## src/rtl/pslu_div.sv

```systemverilog
// pipelined restoring fraction divider, one quotient bit per register stage
// standalone, requires dividend below divisor
module pslu_div #(
	parameter int RW = 32,
	parameter int STEPS = 16,
	parameter int SIDE_W = 1
) (
	input  logic              clk,
	input  logic              arst_n,
	input  logic              en,
	input  logic              in_valid,
	input  logic [RW-1:0]     in_rem,
	input  logic [RW-1:0]     in_div,
	input  logic [SIDE_W-1:0] in_side,
	output logic              out_valid,
	output logic [STEPS-1:0]  out_q,
	output logic [SIDE_W-1:0] out_side
);
	logic [STEPS-1:0]  vld_s;
	logic [RW-1:0]     rem_s [STEPS];
	logic [RW-1:0]     div_s [STEPS];
	logic [STEPS-1:0]  q_s [STEPS];
	logic [SIDE_W-1:0] side_s [STEPS];
	logic [RW-1:0]     cur_rem [STEPS];
	logic [RW-1:0]     cur_div [STEPS];
	logic [STEPS-1:0]  cur_q [STEPS];
	logic [RW-1:0]     nxt_rem [STEPS];
	logic [STEPS-1:0]  nxt_q [STEPS];

	always_comb begin
		logic [RW:0] t;
		logic [RW:0] d;
		cur_rem[0] = in_rem;
		cur_div[0] = in_div;
		cur_q[0] = '0;
		for (int k = 1; k < STEPS; k++) begin
			cur_rem[k] = rem_s[k-1];
			cur_div[k] = div_s[k-1];
			cur_q[k] = q_s[k-1];
		end
		for (int k = 0; k < STEPS; k++) begin
			t = {cur_rem[k], 1'b0};
			d = t - {1'b0, cur_div[k]};
			if (t >= {1'b0, cur_div[k]}) begin
				nxt_rem[k] = d[RW-1:0];
				nxt_q[k] = {cur_q[k][STEPS-2:0], 1'b1};
			end else begin
				nxt_rem[k] = t[RW-1:0];
				nxt_q[k] = {cur_q[k][STEPS-2:0], 1'b0};
			end
		end
	end

	always_ff @(posedge clk or negedge arst_n) begin
		if (!arst_n) begin
			vld_s <= '0;
		end else if (en) begin
			vld_s <= {vld_s[STEPS-2:0], in_valid};
		end
	end

	always_ff @(posedge clk) begin
		if (en) begin
			side_s[0] <= in_side;
			for (int k = 1; k < STEPS; k++) begin
				side_s[k] <= side_s[k-1];
			end
			for (int k = 0; k < STEPS; k++) begin
				rem_s[k] <= nxt_rem[k];
				div_s[k] <= cur_div[k];
				q_s[k] <= nxt_q[k];
			end
		end
	end

	assign out_valid = vld_s[STEPS-1];
	assign out_q     = q_s[STEPS-1];
	assign out_side  = side_s[STEPS-1];

endmodule

```

## config.mk

```make
export PLATFORM = sky130hd
export DESIGN_NAME = pslu_div
export DESIGN_NICKNAME = d
export VERILOG_FILES = /design/src/rtl/pslu_div.sv
export SDC_FILE = /design/constraint.sdc
export NUM_CORES = 2
export LEC_CHECK = 0
export BUFFER_PORTS_ARGS = -buffer_cell sky130_fd_sc_hd__buf_2
export CORE_MARGIN = 1
export CORE_UTILIZATION = 33
export CTS_CLUSTER_DIAMETER = 200
export DETAILED_ROUTE_END_ITERATION = 7
export HOLD_SLACK_MARGIN = 0.08
export PLACE_DENSITY_LB_ADDON = 0.2
export SYNTH_ARGS = -nofsm -noshare
export SYNTH_HDL_FRONTEND = slang
export SYNTH_SLANG_ARGS = --single-unit
```

## constraint.sdc

```tcl
create_clock -name clk -period 4 [get_ports clk]
set_input_delay 0.6 -clock clk [delete_from_list [all_inputs] [get_ports clk]]
set_output_delay 0.6 -clock clk [all_outputs]
set_load 0.01 [all_outputs]
```

## After elaboration in Yosys (flattened, before gate mapping)

Memory sizes are Yosys's and may differ from the RTL's.
Index checks and enable logic that the tools add are counted.

- Bits in writable memories: 1296
- Output and inout port bits: 18
- Memories: 4
- ROM bits: 0
- Latch bits: 0
- Register bits: 16

Memories:

| name | depth | bits a word | rd ports | clocked after Yosys merged registers in | write ports | line | source |
|---|---|---|---|---|---|---|---|
| div_s | 16 | 32 | 15 | 0 | 16 | 21 | `logic [RW-1:0] div_s [STEPS];` |
| rem_s | 16 | 32 | 15 | 0 | 16 | 20 | `logic [RW-1:0] rem_s [STEPS];` |
| q_s | 16 | 16 | 16 | 0 | 16 | 22 | `logic [STEPS-1:0] q_s [STEPS];` |
| side_s | 16 | 1 | 16 | 0 | 16 | 23 | `logic [SIDE_W-1:0] side_s [STEPS];` |

- Reductions and logical operators: 0
- Divide/modulo/power cells: 0
- Equality and inequality tests: 0
- Magnitude comparators: 16
- Add/sub/neg operators: 16
- Multiply operators: 0
- Shift operators: 0
- Bitwise logic cells: 0
- Multiplexer cells: 34

Operators with widths:

| kind | number |
|---|---|
| >= comparator 33 x 32 -> 1 bit | 16 |
| 2-to-1 mux 32 bit | 16 |
| subtractor 32 bit | 16 |
| 2-to-1 mux 1 bit | 18 |

## Longest topological paths before layout

An unclocked memory read counts as a cell.

- Depth in word-level cells: 3
- Gate-level depth with buffers: 16
- Depth with buffers taken out: 14

## Worst setup path after synthesis

OpenSTA, ideal clock, no wires.

- Kind: input port to flip-flop
- Start: input in_div[1]
- End: memory rem_s[0][10] (data pin)
- Path slack: 0.343 ns
- Data arrival time: 3.396 ns
- Required time: 3.740 ns
- Buffers on the path: 1
- Library setup time: 0.260 ns
- Stages: 14
- Path through: inv_1 > ha_1 > nor2b_1 > o31a_1 > or4_4 > a21oi_2 > a21oi_1 > a21o_1 > a41oi_2 > a21oi_1 > nor3b_2 > o21ai_2 > buf_6 > mux2_4

RTL lines:

| element | line | source |
|---|---|---|
| start: declaration | 13 | `input logic [RW-1:0] in_div,` |
| end: declaration | 20 |  |

==> metrics.md <==
| Metric | Value |
|---|---|
| Main synth FF type | `edfxtp_1` |
| LEAKAGE | `31.8 nW` |
| Final worst slack | `0.127 ns` |
| Internal | `0.0388 W` |
| Via Count | `43,900` |
| Synth Area in XOR/XNOR | `0.0560` |
| Outcome | `finished clean` |
| Share of power burned in combinational logic | `0.484` |
| Layout Area Growth over Synthesis | `16.7%` |
| Worst R2R Start | `rem_s[0][44]` |
| Die X | `447 um` |
| Netlist cell types | `90` |
| Complex-gate fraction of the synthesized area | `0.143` |
| Simple-gate portion of the synthesized area | `0.0883` |
| Area occupied by multi-input gates | `29,000 um^2` |
| Clock sinks | `1,128` |
| Top delay family on crit path | `compound AO/OA/AOI/OAI gates` |
| Detailed Route Iter0 Violations | `1,828` |
| Final setup violation count | `0` |
| Post-synthesis mux area share | `0.0503` |
| Hold Crit Depth | `2` |
| Critical path class | `input port to flip-flop` |
| PwrDens | `804 nW/um^2` |
| Fin nets | `6,826` |
| Register area share after synthesis | `0.516` |
| Slowest-stage cell, CP | `dlygate4sd3_1` |
| Max Cap Violations | `0` |
| Clock skew | `0.0370 ns` |
| Gr ovfl total | `0` |
| Psw | `roughly 0.023 W` |
| Post-Route WL | `158,000 um` |
| Worst setup EP type | `flip-flop` |
| Count of input and output buffers | `86` |
| Max VDD drop | `0.483 mV` |
| Sequential Area | `between 30,000 and 40,000 um^2` |
| Tot Pwr | `0.0615 W` |
| Post-Syn Area | `65,500 um^2` |
| Adder-cell share of the synthesized area | `0.102` |
| Clock buffer depth | `3` |
| Latest clock arrival within the worst-skew pair | `between 0.7 and 0.8 ns` |
| Worst EP required | `4.51 ns` |
| Asr flop ratio synth | `0.0142` |
| Vias in the first global route | `45,000` |
| CP peak stage delay | `~0.5 ns` |
| Drt wl/cell | `between 15 and 20 um` |
| First-pass GRT wire length | `between 200,000 and 250,000 um` |
| Routed Antenna Nets | `0` |
| Register bit total from synthesis | `1,128` |
| Worst Hold Class | `input port to flip-flop` |
| Global placement routability congestion | `0.948` |
| Final min period | `between 3 and 4 ns` |
| Post-Synthesis Mean Instance Area | `11.3 um^2` |
| Drt pass-1 iters | `5` |
| Critical Path Fanout Max | `24` |
| Layout cells sized above 1 | `0.144` |
| Slew Viols, Final | `0` |
| Pre-CTS setup slack | `-0.126 ns` |
| Initial Util | `0.332` |
| Syn Nets | `6,376` |
| I/O Pins | `between 80 and 90` |
| Crit path DAT | `4.38 ns` |
| Final Hold Viols | `0` |
| FF-to-FF setup slack | `0.14 ns` |
| Routed vias/inst | `4.89` |
| Clock network power share | `0.196` |
| Crit Reg-Reg Endpoint | `rem_s[0][94]` |
| Root buf cell | `clkbuf_16` |
| DRC Markers | `0` |
| Net Sw Frac | `0.369` |
| Hold endpoint | `rem_s[0][22]` |
| CP Buf/Inv Count | `4` |
| Clk pin slew, worst setup/hold paths | `0.05 ns` |
| Core Rows | `about 160` |
| Post-synth EDFFs | `1,112` |
| Period utilisation layout | `0.968` |
| Die Footprint | `approximately 200,000 um^2` |
| Filler cell count | `19,000` |
| TritonCTS clock tree | `done` |
| Crit path cell chain | `dlygate4sd3_1 > buf_2 > inv_1 > ha_1 > nor2b_1 > o31a_1 > or4_4 > a21oi_2 > a21oi_1 > a21o_1 > a41oi_2 > a21oi_1 > nor3b_2 > o21ai_4 > buf_12 > mux2_4` |
| Antenna violations before repair | `1` |
| Cell area after layout | `76,400 um^2` |
| Flop pwr share | `0.320` |
| Htree depth | `4` |
| Largest net degree at the start of global routing | `105` |
| Ys Warns | `0` |
| CP dominant cell by count | `a21oi_1` |
| DP HPWL | `125,000 um` |
| Slew @ Worst Pin | `0.918 ns` |
| Num CTS Buffers | `137` |
| Post-DP Area | `71,300 um^2` |
| Core ar. | `a little under 200,000 um^2` |
| Largest family of logic cells by synthesized area | `compound AO/OA/AOI/OAI gates` |
| Die Y | `~450 um` |
| Gr usage total | `0.156` |
| Post-synthesis cell count | `5,781` |
| HP Start | `in_rem[21]` |
| Slew headroom | `0.372` |
| Worst Setup Start Kind | `input port` |
| F_max | `0.258 GHz` |
| Worst r2r path cells | `12` |
[how the worst max path moves through the flow]
stage,start,to,slack [ns],depth (start not counted)
3_5_place_dp,in_div[1],rem_s[0][9],-0.13,15
3_3_place_gp,in_div[1],rem_s[0][12],-0.1,15
6_report,in_div[1],rem_s[0][9],0.13,16
5_1_grt,div_s[0][201],rem_s[0][245],-0.02,19
2_1_floorplan,in_div[1],rem_s[0][10],0.34,14
4_1_cts,rem_s[0][200],rem_s[0][255],0.0007,16
[cell usage in the layout (no fill, tap or decap), types with 23 or more instances in the layout]
cell type / count
edfxtp_1: 1112
nor3_1: 43
buf_12: 31
nand3_1: 80
mux2_4: 47
nand2_1: 305
nand4_1: 86
or2_2: 23
clkbuf_16: 140
buf_4: 270
clkbuf_1: 30
and3_1: 52
a21oi_1: 519
nor2b_1: 85
a211oi_1: 29
clkinv_1: 26
dlygate4sd3_1: 52
ha_1: 511
inv_1: 610
nand2b_1: 76
a21o_1: 269
o21bai_1: 46
o21ai_0: 289
xnor2_1: 271
nor2_1: 349
a31oi_1: 36
o21a_1: 70
mux2_2: 214
xor2_1: 148
buf_2: 85
[repair_timing]
action                     in CTS  in global routing
gates resized for setup         3                 23
hold endpoints to repair       67                  0
pin swaps                       0                  7
setup endpoints to repair       3                117
gates cloned                    0                  3
buffers inserted                0                  6
hold buffers                   52                  0
[per-stage QoR]
step | utilization | std cells | setup TNS, ns | hold WS [ns]
2_1_floorplan | - | 5781 | 0 | 0.304
3_3_place_gp | 0.362 | 8671 | -2.59 | 0.400
3_5_place_dp | 0.362 | 8671 | -3.44 | 0.405
4_1_cts | 0.386 | 8971 | 0 | 0.0816
5_1_grt | 0.387 | 8981 | -0.0223 | 0.116
6_report | 0.387 | 8981 | 0 | 0.157
[synth_stat cells, types with 19 or more instances]
master | count | share of area
ha_1 | 511 | 0.098
clkbuf_1 | 89 | 0.0051
a21o_1 | 269 | 0.031
mux2_4 | 47 | 0.011
mux2_2 | 214 | 0.037
nor3_1 | 43 | 0.0033
nand2b_1 | 76 | 0.0073
a211oi_1 | 29 | 0.0033
a31oi_1 | 36 | 0.0034
nor2b_1 | 85 | 0.0081
o21bai_1 | 47 | 0.0054
nand4_1 | 86 | 0.0082
o211ai_1 | 21 | 0.0024
nand2_1 | 306 | 0.018
a21oi_1 | 526 | 0.040
nand3_1 | 81 | 0.0062
buf_2 | 27 | 0.0021
edfxtp_1 | 1112 | 0.51
or2_2 | 23 | 0.0022
and3_1 | 52 | 0.0050
xor2_1 | 148 | 0.020
nor2_1 | 349 | 0.020
o31ai_1 | 23 | 0.0026
xnor2_1 | 271 | 0.036
inv_1 | 610 | 0.035
and2_1 | 19 | 0.0018
o21ai_0 | 296 | 0.023
o21a_1 | 70 | 0.0080
[kinds of logic after synthesis]
group,count (synthesis)
DFF,1128
and+or+nand+nor,1197
adders and majority gates,526
buffers and inverters,741
AOI/OAI and AO/OA,1492
muxes,278
xor gates and xnor gates,419
[power groups by stage]
stage | clock (W) | sequential (W) | combinational [W]
after floorplan | 0 | 0.0189 | 0.0211
after global placement | 0 | 0.0199 | 0.0291
after detailed placement | 0 | 0.0199 | 0.0293
after CTS | 0.0125 | 0.0197 | 0.0295
after global routing | 0.0129 | 0.0200 | 0.0328
final | 0.0121 | 0.0197 | 0.0297
[worst reg2reg max path: cells and delay by family, from the launching register on]
| kind | cells | cell delay (ns) |
|---|---|---|
| AO/OA/AOI/OAI | 6 | 1.60 |
| XOR/XNOR | 1 | 0.15 |
| adder cells (fa/ha/maj) | 1 | 0.40 |
| flip-flops | 1 | 0.39 |
| multiplexers | 1 | 0.29 |
| AND/OR/NAND/NOR | 3 | 0.77 |
[cell type report]
cell class / count / share of cell area
antenna: 1 / 0.0000327
clock buffer: 167 / 0.0463
clock inverter: 81 / 0.0105
inverter: 610 / 0.0300
multi-input combinational: 3912 / 0.380
sequential: 1128 / 0.442
tap: 2640 / 0.0432
timing repair buffer: 442 / 0.0482
[flip-flops by register name, indices dropped and copies added (netlist names)]
signal / flops
div_s: 480
q_s: 136
rem_s: 480
side_s: 16
vld_s: 16
[layer usage]
metal / global-route usage / routed length, um / vias up
li1: - / - / 22000
met1: 0.153 / 59100 / 20800
met2: 0.306 / 86200 / 665
met3: 0.0225 / 3960 / 377
met4: 0.0889 / 9270 / 0
met5: 0 / 0 / -
No activity file was read; power rests on OpenSTA's default activity.
